`config.mk`:
```
export PLATFORM = sky130hd
export DESIGN_NAME = stack_machine_executor_top
export DESIGN_NICKNAME = d
export VERILOG_FILES = /design/src/rtl/sme_pkg.sv /design/src/rtl/sme_front.sv /design/src/rtl/sme_queue.sv /design/src/rtl/sme_back.sv /design/src/rtl/stack_machine_executor_top.sv
export SDC_FILE = /design/constraint.sdc
export NUM_CORES = 2
export LEC_CHECK = 0
export BUFFER_PORTS_ARGS = -buffer_cell sky130_fd_sc_hd__buf_4
export CORE_MARGIN = 4
export CORE_UTILIZATION = 55
export CTS_CLUSTER_SIZE = 30
export DETAILED_ROUTE_END_ITERATION = 16
export GPL_ROUTABILITY_DRIVEN = 0
export PLACE_DENSITY = 0.77
export SLEW_MARGIN = 20
export SYNTH_ARGS = -nofsm -noshare
export SYNTH_HDL_FRONTEND = slang
export SYNTH_SLANG_ARGS = --single-unit
```
`constraint.sdc`:
```
create_clock -name clk_i -period 7.2 [get_ports clk_i]
set_input_delay 0.36 -clock clk_i [delete_from_list [all_inputs] [get_ports clk_i]]
set_output_delay 0.36 -clock clk_i [all_outputs]
set_load 0.01 [all_outputs]
```
`src/rtl/sme_pkg.sv`:
```
// Shared types, codes and constants of the stack machine executor.
package sme_pkg;

  localparam int unsigned StackDepthDefault = 32;
  localparam int unsigned ActionW           = 4;
  localparam int unsigned WordW             = 64;
  localparam int unsigned PcW               = 32;
  localparam int unsigned ErrW              = 3;
  localparam int unsigned DepthW            = 6;
  localparam int unsigned DumpIdxW          = 5;
  localparam int unsigned QueueDepth        = 2;
  localparam int unsigned QueuePtrW         = $clog2(QueueDepth);
  localparam int unsigned QueueCntW         = $clog2(QueueDepth + 1);

  localparam logic [WordW-1:0] BuiltinDump = WordW'(1);

  typedef enum logic [ActionW-1:0] {
    OP_HALT       = 4'd0,
    OP_PUSH_INT   = 4'd1,
    OP_CALL       = 4'd2,
    OP_DUP        = 4'd3,
    OP_ROTATE     = 4'd4,
    OP_ADD        = 4'd5,
    OP_PUSH_LABEL = 4'd6,
    OP_JUMP       = 4'd7
  } opcode_e;

  typedef enum logic [ErrW-1:0] {
    ERR_OK        = 3'd0,
    ERR_OVERFLOW  = 3'd1,
    ERR_UNDERFLOW = 3'd2,
    ERR_BUILTIN   = 3'd3,
    ERR_OPCODE    = 3'd4,
    ERR_HALTED    = 3'd5
  } err_e;

  // Instruction class as seen by the execution side.
  typedef enum logic [3:0] {
    K_HALT,
    K_PUSH,
    K_DUP,
    K_ROTATE,
    K_ADD,
    K_JUMP,
    K_DUMP,
    K_BAD_BUILTIN,
    K_BAD_OPCODE
  } kind_e;

  typedef struct packed {
    kind_e             kind;
    logic [WordW-1:0]  operand;
  } cmd_t;

  // Queue handshake between the front and the back.
  typedef struct packed {
    logic push;
    logic pop;
  } q_ctrl_t;

  typedef struct packed {
    logic full;
    logic empty;
  } q_stat_t;

endpackage

```
`src/rtl/sme_front.sv`:
```
// Front end: accepts instruction requests and classifies them into commands.
module sme_front import sme_pkg::*; (
  input  logic               clk_i,
  input  logic               rst_ni,
  input  logic               in_valid_i,
  output logic               in_stall_o,
  input  logic [ActionW-1:0] action_i,
  input  logic [WordW-1:0]   operand_i,
  input  q_stat_t            q_stat_i,
  output logic               push_o,
  output cmd_t               cmd_o
);

  logic seen_q;
  logic seen_d;

  // Decode the opcode; the builtin number is checked here as well.
  always_comb begin
    cmd_o.operand = operand_i;
    unique case (action_i)
      OP_HALT:                  cmd_o.kind = K_HALT;
      OP_PUSH_INT, OP_PUSH_LABEL: cmd_o.kind = K_PUSH;
      OP_CALL:                  cmd_o.kind = (operand_i == BuiltinDump) ? K_DUMP : K_BAD_BUILTIN;
      OP_DUP:                   cmd_o.kind = K_DUP;
      OP_ROTATE:                cmd_o.kind = K_ROTATE;
      OP_ADD:                   cmd_o.kind = K_ADD;
      OP_JUMP:                  cmd_o.kind = K_JUMP;
      default:                  cmd_o.kind = K_BAD_OPCODE;
    endcase
  end

  assign in_stall_o = q_stat_i.full;
  assign push_o     = in_valid_i && !q_stat_i.full;

  // Marks that at least one request has entered since reset.
  assign seen_d = seen_q | push_o;

  always_ff @(posedge clk_i or negedge rst_ni) begin
    if (!rst_ni) begin
      seen_q <= 1'b0;
    end else begin
      seen_q <= seen_d;
    end
  end

`ifndef NO_ASSERTIONS
  a_empty_before_first: assert property (@(posedge clk_i) disable iff (!rst_ni)
    !seen_q |-> q_stat_i.empty)
    else $error("queue holds a command before any request was accepted");
`endif

endmodule

```
`src/rtl/sme_queue.sv`:
```
// Short command queue between the front end and the execution back end.
module sme_queue import sme_pkg::*; (
  input  logic    clk_i,
  input  logic    rst_ni,
  input  q_ctrl_t ctrl_i,
  input  cmd_t    cmd_i,
  output q_stat_t stat_o,
  output cmd_t    cmd_o
);

  cmd_t                 slot_q [QueueDepth];
  logic [QueuePtrW-1:0] wr_ptr_q, wr_ptr_d;
  logic [QueuePtrW-1:0] rd_ptr_q, rd_ptr_d;
  logic [QueueCntW-1:0] count_q, count_d;

  assign stat_o.full  = (count_q == QueueCntW'(QueueDepth));
  assign stat_o.empty = (count_q == '0);
  assign cmd_o        = slot_q[rd_ptr_q];

  assign wr_ptr_d = ctrl_i.push ? wr_ptr_q + QueuePtrW'(1) : wr_ptr_q;
  assign rd_ptr_d = ctrl_i.pop ? rd_ptr_q + QueuePtrW'(1) : rd_ptr_q;
  assign count_d  = count_q + QueueCntW'(ctrl_i.push) - QueueCntW'(ctrl_i.pop);

  always_ff @(posedge clk_i) begin
    if (ctrl_i.push) begin
      slot_q[wr_ptr_q] <= cmd_i;
    end
  end

  always_ff @(posedge clk_i or negedge rst_ni) begin
    if (!rst_ni) begin
      wr_ptr_q <= '0;
      rd_ptr_q <= '0;
      count_q  <= '0;
    end else begin
      wr_ptr_q <= wr_ptr_d;
      rd_ptr_q <= rd_ptr_d;
      count_q  <= count_d;
    end
  end

`ifndef NO_ASSERTIONS
  a_no_pop_empty: assert property (@(posedge clk_i) disable iff (!rst_ni)
    ctrl_i.pop |-> !stat_o.empty)
    else $error("command popped from an empty queue");
  a_count_bound: assert property (@(posedge clk_i) disable iff (!rst_ni)
    count_q <= QueueCntW'(QueueDepth))
    else $error("queue count exceeds its depth");
`endif

endmodule

```
`src/rtl/sme_back.sv`:
```
// Execution back end: stack memory, top register, pointers and result register.
module sme_back import sme_pkg::*; #(
  parameter int unsigned STACK_DEPTH = StackDepthDefault
) (
  input  logic                clk_i,
  input  logic                rst_ni,
  input  q_stat_t             q_stat_i,
  input  cmd_t                cmd_i,
  output logic                pop_o,
  output logic                out_valid_o,
  input  logic                out_stall_i,
  output logic [PcW-1:0]      next_pc_o,
  output logic                halted_o,
  output logic [ErrW-1:0]     error_code_o,
  output logic [DepthW-1:0]   depth_o,
  output logic [WordW-1:0]    top_value_o,
  output logic                dump_valid_o,
  output logic [DumpIdxW-1:0] dump_index_o,
  output logic [WordW-1:0]    dump_value_o,
  output logic                last_o
);

  localparam int unsigned PtrW  = $clog2(STACK_DEPTH + 1);
  localparam int unsigned AddrW = $clog2(STACK_DEPTH);

  typedef enum logic [2:0] {
    S_IDLE = 3'b001,
    S_READ = 3'b010,
    S_DUMP = 3'b100
  } state_e;

  state_e             state_q, state_d;
  logic [PtrW-1:0]    sp_q, sp_d;
  logic [PcW-1:0]     pc_q, pc_d;
  logic               halt_q, halt_d;
  logic [WordW-1:0]   top_q, top_d;
  kind_e              kind_q, kind_d;
  logic [AddrW-1:0]   idx_q, idx_d;

  // Entries below the top; the top itself lives in top_q.
  logic [WordW-1:0]   mem [STACK_DEPTH];
  logic [WordW-1:0]   rd_q;
  logic               we, re;
  logic [AddrW-1:0]   wa, ra;
  logic [WordW-1:0]   wd;

  logic               out_valid_q;
  logic [PcW-1:0]     out_pc_q;
  logic               out_halted_q;
  err_e               out_err_q;
  logic [DepthW-1:0]  out_depth_q;
  logic [WordW-1:0]   out_top_q;
  logic               out_dv_q;
  logic [DumpIdxW-1:0] out_di_q;
  logic [WordW-1:0]   out_dval_q;
  logic               out_last_q;

  logic               out_free;
  logic               emit;
  err_e               emit_err;
  logic               emit_dv;
  logic [AddrW-1:0]   emit_di;
  logic [WordW-1:0]   emit_dval;
  logic               emit_last;
  logic [PtrW-1:0]    sp_m1, sp_m2, sp_m3;
  logic               stack_full;

  assign out_free   = !out_valid_q || !out_stall_i;
  assign pop_o      = (state_q == S_IDLE) && !q_stat_i.empty && out_free;
  assign sp_m1      = sp_q - PtrW'(1);
  assign sp_m2      = sp_q - PtrW'(2);
  assign sp_m3      = sp_q - PtrW'(3);
  assign stack_full = (sp_q >= PtrW'(STACK_DEPTH));

  always_comb begin
    state_d   = state_q;
    sp_d      = sp_q;
    pc_d      = pc_q;
    halt_d    = halt_q;
    top_d     = top_q;
    kind_d    = kind_q;
    idx_d     = idx_q;
    we        = 1'b0;
    wa        = sp_m1[AddrW-1:0];
    wd        = top_q;
    re        = 1'b0;
    ra        = sp_m2[AddrW-1:0];
    emit      = 1'b0;
    emit_err  = ERR_OK;
    emit_dv   = 1'b0;
    emit_di   = '0;
    emit_dval = '0;
    emit_last = 1'b1;

    unique case (state_q)
      S_IDLE: begin
        if (pop_o) begin
          kind_d = cmd_i.kind;
          priority if (halt_q) begin
            emit     = 1'b1;
            emit_err = ERR_HALTED;
          end else begin
            pc_d = pc_q + PcW'(1);
            unique case (cmd_i.kind)
              K_HALT: begin
                halt_d = 1'b1;
                emit   = 1'b1;
              end
              K_PUSH: begin
                emit = 1'b1;
                if (stack_full) begin
                  emit_err = ERR_OVERFLOW;
                  halt_d   = 1'b1;
                end else begin
                  we    = (sp_q != '0);
                  top_d = cmd_i.operand;
                  sp_d  = sp_q + PtrW'(1);
                end
              end
              K_DUP: begin
                emit = 1'b1;
                if (sp_q == '0) begin
                  emit_err = ERR_UNDERFLOW;
                  halt_d   = 1'b1;
                end else if (stack_full) begin
                  emit_err = ERR_OVERFLOW;
                  halt_d   = 1'b1;
                end else begin
                  we   = 1'b1;
                  sp_d = sp_q + PtrW'(1);
                end
              end
              K_ROTATE: begin
                if (sp_q < PtrW'(3)) begin
                  emit     = 1'b1;
                  emit_err = ERR_UNDERFLOW;
                  halt_d   = 1'b1;
                end else begin
                  re      = 1'b1;
                  ra      = sp_m3[AddrW-1:0];
                  state_d = S_READ;
                end
              end
              K_ADD: begin
                if (sp_q < PtrW'(2)) begin
                  emit     = 1'b1;
                  emit_err = ERR_UNDERFLOW;
                  halt_d   = 1'b1;
                end else begin
                  re      = 1'b1;
                  state_d = S_READ;
                end
              end
              K_JUMP: begin
                pc_d = cmd_i.operand[PcW-1:0];
                emit = 1'b1;
              end
              K_DUMP: begin
                emit = 1'b1;
                if (sp_q != '0) begin
                  emit_dv   = 1'b1;
                  emit_di   = sp_m1[AddrW-1:0];
                  emit_dval = top_q;
                  emit_last = (sp_q == PtrW'(1));
                  if (sp_q != PtrW'(1)) begin
                    re      = 1'b1;
                    idx_d   = sp_m2[AddrW-1:0];
                    state_d = S_DUMP;
                  end
                end
              end
              K_BAD_BUILTIN: begin
                emit     = 1'b1;
                emit_err = ERR_BUILTIN;
                halt_d   = 1'b1;
              end
              default: begin
                emit     = 1'b1;
                emit_err = ERR_OPCODE;
                halt_d   = 1'b1;
              end
            endcase
          end
        end
      end
      S_READ: begin
        emit    = 1'b1;
        state_d = S_IDLE;
        if (kind_q == K_ROTATE) begin
          we    = 1'b1;
          wa    = sp_m3[AddrW-1:0];
          top_d = rd_q;
        end else begin
          top_d = top_q + rd_q;
          sp_d  = sp_m1;
        end
      end
      S_DUMP: begin
        if (out_free) begin
          emit      = 1'b1;
          emit_dv   = 1'b1;
          emit_di   = idx_q;
          emit_dval = rd_q;
          emit_last = (idx_q == '0);
          if (idx_q != '0) begin
            re    = 1'b1;
            ra    = idx_q - AddrW'(1);
            idx_d = idx_q - AddrW'(1);
          end else begin
            state_d = S_IDLE;
          end
        end
      end
      default: state_d = S_IDLE;
    endcase
  end

  always_ff @(posedge clk_i) begin
    if (we) begin
      mem[wa] <= wd;
    end
    if (re) begin
      rd_q <= mem[ra];
    end
  end

  always_ff @(posedge clk_i) begin
    top_q <= top_d;
    kind_q <= kind_d;
    idx_q <= idx_d;
    if (emit) begin
      out_pc_q     <= pc_d;
      out_halted_q <= halt_d;
      out_err_q    <= emit_err;
      out_depth_q  <= DepthW'(sp_d);
      out_top_q    <= (sp_d == '0) ? '0 : top_d;
      out_dv_q     <= emit_dv;
      out_di_q     <= DumpIdxW'(emit_di);
      out_dval_q   <= emit_dval;
      out_last_q   <= emit_last;
    end
  end

  always_ff @(posedge clk_i or negedge rst_ni) begin
    if (!rst_ni) begin
      state_q     <= S_IDLE;
      sp_q        <= '0;
      pc_q        <= '0;
      halt_q      <= 1'b0;
      out_valid_q <= 1'b0;
    end else begin
      state_q     <= state_d;
      sp_q        <= sp_d;
      pc_q        <= pc_d;
      halt_q      <= halt_d;
      out_valid_q <= emit | (out_valid_q & out_stall_i);
    end
  end

  assign out_valid_o  = out_valid_q;
  assign next_pc_o    = out_pc_q;
  assign halted_o     = out_halted_q;
  assign error_code_o = out_err_q;
  assign depth_o      = out_depth_q;
  assign top_value_o  = out_top_q;
  assign dump_valid_o = out_dv_q;
  assign dump_index_o = out_di_q;
  assign dump_value_o = out_dval_q;
  assign last_o       = out_last_q;

`ifndef NO_ASSERTIONS
  a_sp_bound: assert property (@(posedge clk_i) disable iff (!rst_ni)
    sp_q <= PtrW'(STACK_DEPTH))
    else $error("stack pointer beyond stack depth");
  a_no_rw_clash: assert property (@(posedge clk_i) disable iff (!rst_ni)
    !(we && re))
    else $error("stack memory read and written in the same cycle");
  a_halted_frozen: assert property (@(posedge clk_i) disable iff (!rst_ni)
    (pop_o && halt_q) |=> ($stable(sp_q) && $stable(pc_q) && halt_q))
    else $error("state changed while halted");
  a_dump_shows_entry: assert property (@(posedge clk_i) disable iff (!rst_ni)
    (state_q == S_DUMP && out_valid_q) |-> (out_dv_q && !out_last_q))
    else $error("dump run shows a non-entry result");
`endif

endmodule

```
`src/rtl/stack_machine_executor_top.sv`:
```
// Top level of the stack machine executor: front end, command queue, back end.
//
//  channel  | direction | handshake             | payload
//  ---------+-----------+-----------------------+------------------------------------------
//  in       | request   | in_valid_i/in_stall_o | action_i, operand_i
//  out      | result    | out_valid_o/out_stall_i | next_pc_o, halted_o, error_code_o,
//           |           |                       | depth_o, top_value_o, dump_valid_o,
//           |           |                       | dump_index_o, dump_value_o, last_o
//
// Halt, push, dup, jump, errors and requests after halt finish in the idle state, while
// add and rotate pass a read state, as the stack memory read port is registered. A dump
// of N>0 entries gives N results, one per cycle unless stalled, one read per lower entry.
// The front end takes a request whenever the two-entry command queue has room, so
// requests keep flowing while a result waits in the output register.
// Reset is asynchronous and active low; it clears the pointers, the program counter
// and the halt flag. The stack memory is not cleared; only written entries are read.
module stack_machine_executor_top import sme_pkg::*; #(
  parameter int unsigned STACK_DEPTH = StackDepthDefault
) (
  input  logic                clk_i,
  input  logic                rst_ni,
  input  logic                in_valid_i,
  output logic                in_stall_o,
  input  logic [ActionW-1:0]  action_i,
  input  logic [WordW-1:0]    operand_i,
  output logic                out_valid_o,
  input  logic                out_stall_i,
  output logic [PcW-1:0]      next_pc_o,
  output logic                halted_o,
  output logic [ErrW-1:0]     error_code_o,
  output logic [DepthW-1:0]   depth_o,
  output logic [WordW-1:0]    top_value_o,
  output logic                dump_valid_o,
  output logic [DumpIdxW-1:0] dump_index_o,
  output logic [WordW-1:0]    dump_value_o,
  output logic                last_o
);

  // Commands flow front -> queue -> back; the queue decouples the two stall paths.
  q_ctrl_t q_ctrl;
  q_stat_t q_stat;
  cmd_t    front_cmd;
  cmd_t    back_cmd;
  logic    q_push;
  logic    q_pop;

  // The front end pushes and the back end pops; both meet in one control word.
  assign q_ctrl = '{push: q_push, pop: q_pop};

  sme_front u_front (
    .clk_i      (clk_i),
    .rst_ni     (rst_ni),
    .in_valid_i (in_valid_i),
    .in_stall_o (in_stall_o),
    .action_i   (action_i),
    .operand_i  (operand_i),
    .q_stat_i   (q_stat),
    .push_o     (q_push),
    .cmd_o      (front_cmd)
  );

  sme_queue u_queue (
    .clk_i  (clk_i),
    .rst_ni (rst_ni),
    .ctrl_i (q_ctrl),
    .cmd_i  (front_cmd),
    .stat_o (q_stat),
    .cmd_o  (back_cmd)
  );

  // The back end pops a command only when its output register can take a result.
  sme_back #(
    .STACK_DEPTH (STACK_DEPTH)
  ) u_back (
    .clk_i        (clk_i),
    .rst_ni       (rst_ni),
    .q_stat_i     (q_stat),
    .cmd_i        (back_cmd),
    .pop_o        (q_pop),
    .out_valid_o  (out_valid_o),
    .out_stall_i  (out_stall_i),
    .next_pc_o    (next_pc_o),
    .halted_o     (halted_o),
    .error_code_o (error_code_o),
    .depth_o      (depth_o),
    .top_value_o  (top_value_o),
    .dump_valid_o (dump_valid_o),
    .dump_index_o (dump_index_o),
    .dump_value_o (dump_value_o),
    .last_o       (last_o)
  );

endmodule

```
==> impl_metrics.csv <==
group,metric,value,unit
status,outcome,"complete, no violations",
die,die-area,0.197,mm²
clocking,cts_tree,"built",
cells_and_area,fin_cells,10700,
yosys,synth_enable_flop_cells,2434,
yosys,synth-seq-cells,2545,
setup_path,worstPathCellList,"or3_1 > a222oi_1 > nand3_1 > nand3_4 > buf_4 > buf_4 > mux2i_1 > a22oi_1 > a221oi_1 > o221ai_1",
sta,relSlewSlack,0.230,
sta,worst_slack,1.90,ns
setup_path,critPathLaunchType,"flip-flop",
setup_path,cp_max_fo,49,
sta,setup_violations,0,
routing,num_vias,71500,
yosys,yosys_warnings,0,
cells_and_area,utilization,0.627,
setup_path,critPathMostFrequentCell,"buf_4",
placement,io_buffers,250,
yosys,yosysTopAreaCell,"edfxtp_1",
sta,worst_pin_slew,1.15,ns
grt,overflow,0,
setup_path,slowest_stage,"a222oi_1",
power,vdd.ir_drop.worst,0.000331,V
placement,hpwl,177,mm
setup_path,crit_arrival,5.90,ns
routing,drcViolationCount,0,
placement,dpl_cell_area,0.110,mm²
clocking,cts.sinks,2545,
routing,drt_iter0_markers,12500,
die,num_io_pins,251,
sta,rsz0062_at_grt,"false",
power,leakage,38.8,nW
clocking,clock-root-buffer,"clkbuf_16",
grt,antenna_found_initial,4,
die,start_util,0.555,
die,die_h,444,µm
sta,final_max_slew_viol_count,0,
routing,met1_length,106,mm
yosys,synth.most_common_cell,"edfxtp_1",
setup_path,crit_type,"reg -> reg",
clocking,clock_latency,0.92,ns
yosys,netlist_instances,7797,
min_path,min_path_type,"in -> async",
setup_path,slowest_delay,0.79,ns
routing,viasPerCell,6.67,
yosys,async_reset_ff_frac,0.0185,
sta,hold_viol,0,
routing,highest_layer,"met5",
yosys,netlist_top_cells_count,"edfxtp_1 (2434), nand2_1 (1809), a21oi_1 (601), clkbuf_1 (286), nor2_1 (225)",
placement,placed_cells_incl_taps,10200,
grt,grt_usage,0.303,
sta,finalSetupTns,0,ns
grt,grt_max_degree,147,
die,core_area,0.189,mm²
clocking,cts_max_level,4,
routing,wl_per_cell,28.7,µm
routing,wl_met2,139,mm
setup_path,cp_data_required_time,7.80,ns
sta,skew,0.0492,ns
sta,period_needed,5.30,ns
clocking,cts.path.max_buffers,3,
die,rows,159,
routing,route.met3.wl,45.7,mm
flow_run,max_cap_viol_count,0,
grt,grt_pass1_vias,67700,
yosys,synth_top_area_frac,0.698,
yosys,synth_area_leaders,"edfxtp_1 (70%), nand2_1 (6.5%), a21oi_1 (2.9%)",
yosys,synth-main-ff-cell,"edfxtp_1",
yosys,seq_area_frac_synth,0.722,
power,power_density,307,mW/mm²
sta,fmax,189,MHz
yosys,ys_types,87,
routing,totalWireLength,308,mm
cells_and_area,drive_above_1_share,0.118,
routing,postRouteAntennaNets,0,
clocking,cts_buffers,228,
grt,grt_pass1_wl,446,mm
yosys,synth_nets,7946,
placement,dp_slack,2.05,ns
cells_and_area,synthToLayoutAreaGrowth,13.0,%
cells_and_area,fin_nets,8175,
yosys,syn_area,0.105,mm²
routing,drt-pass1-iter-count,10,
setup_path,cp-end-kind,"flip-flop",
cells_and_area,final_area,0.118,mm²
yosys,postSynthAreaPerCell,13.4,µm²
clocking,path_clk_slew,0.06,ns
die,die_width,444,µm
sta,fin_crit_sh,0.736,
## registers in the layout, indices dropped and copies added (netlist names), 2 cells and up
name / flops
u_back.mem: 2048
u_queue.slot_q: 136
u_back.dump_value_o: 64
u_back.rd_q: 64
u_back.top_q: 64
u_back.top_value_o: 64
u_back.next_pc_o: 32
u_back.pc_q: 32
u_back.depth_o: 6
u_back.sp_q: 6
u_back.dump_index_o: 5
u_back.idx_q: 5
u_back.kind_q: 4
u_back.error_code_o: 3
u_back.state_q: 3
u_queue.count_q: 2
## layout by cell type (no fill, tap or decap), drive strengths merged, types with 84 or more instances in the layout
master and n:
and3 205, nand3 187, nor2 225, a221oi 84, a31oi 140, buf 442
clkinv 97, a22oi 145, o21ai 156, nand2 1809, a21oi 604, mux2i 201
edfxtp 2434, a311oi 126, clkbuf 284
## path summary, 6_finish.rpt
path / from / to / slack (ns) / cells past startpoint
max reg2reg: u_queue.rd_ptr_q$_DFFE_PN0N_ / u_back.rd_q[59]$_DFFE_PP_ / 1.90 / 10
max: u_queue.rd_ptr_q$_DFFE_PN0N_ / u_back.rd_q[59]$_DFFE_PP_ / 1.90 / 10
min reg2reg: u_queue.count_q[1]$_DFF_PN0_ / u_queue.count_q[1]$_DFF_PN0_ / 0.52 / 1
max in group asynchronous: rst_ni / u_queue.rd_ptr_q$_DFFE_PN0N_ / 6.62 / 2
min: rst_ni / u_back.halt_q$_DFF_PN0_ / 0.06 / 2
min in group clk_i: operand_i[13] / u_queue.slot_q[0][13]$_DFFE_PP_ / 0.21 / 2
## per-stage QoR
| stage | power [mW] | hold slack (ns) |
|---|---|---|
| finish | 36.3 | 0.0573 |
| global route | 37.4 | 0.102 |
| CTS | 36.2 | 0.0287 |
| detailed placement | 23.9 | 0.437 |
| global placement | 23.7 | 0.434 |
| floorplan | 21.4 | 0.0644 |
## final cells by class
cell class / instances / area [µm²]
diodes: 5 / 12.5
repair buffers: 515 / 4610
clock inverters: 148 / 1680
flip-flops and latches: 2545 / 75600
fillers: 13000 / 70400
multi-input cells: 4706 / 27100
inverters: 30 / 113
clock buffers: 284 / 6050
well taps: 2495 / 3120
## critical path: cells and delay by family, from the launching register on
family / cells / cell delay [ns]
compound gates: 4 / 1.49
buf+inv: 2 / 1.11
flops: 1 / 0.63
mux: 1 / 0.23
simple gates: 3 / 1.49
## what timing repair did
action                    CTS  global route
gates resized for setup     0             0
hold buffers               73             0
hold endpoints to repair  197             0
buffers inserted            0             0
## kinds of logic (layout without fill, tap and decap cells)
kind of cell / count (synthesis) / count (layout) / share of synthesized area
xor gates and xnor gates: 68 / 68 / 0.00569
AOI/OAI and AO/OA: 1695 / 1695 / 0.111
muxes: 215 / 215 / 0.0208
buffers and inverters: 546 / 977 / 0.0235
other: 0 / 5 / 0
and+or+nand+nor: 2651 / 2651 / 0.108
DFF: 2545 / 2545 / 0.722
adders and majority gates: 77 / 77 / 0.00928
## layer usage
layer	track usage	vias to the layer above
li1	-	30000
met1	0.406	34600
met2	0.469	5885
met3	0.0780	1063
met4	0.139	4
met5	0	-
## report_power, final
part           switching [mW]  internal (mW)
Clock                    5.42           7.10
Sequential              0.514           17.4
Combinational            3.99           1.91
(Power assumes the default switching activity.)
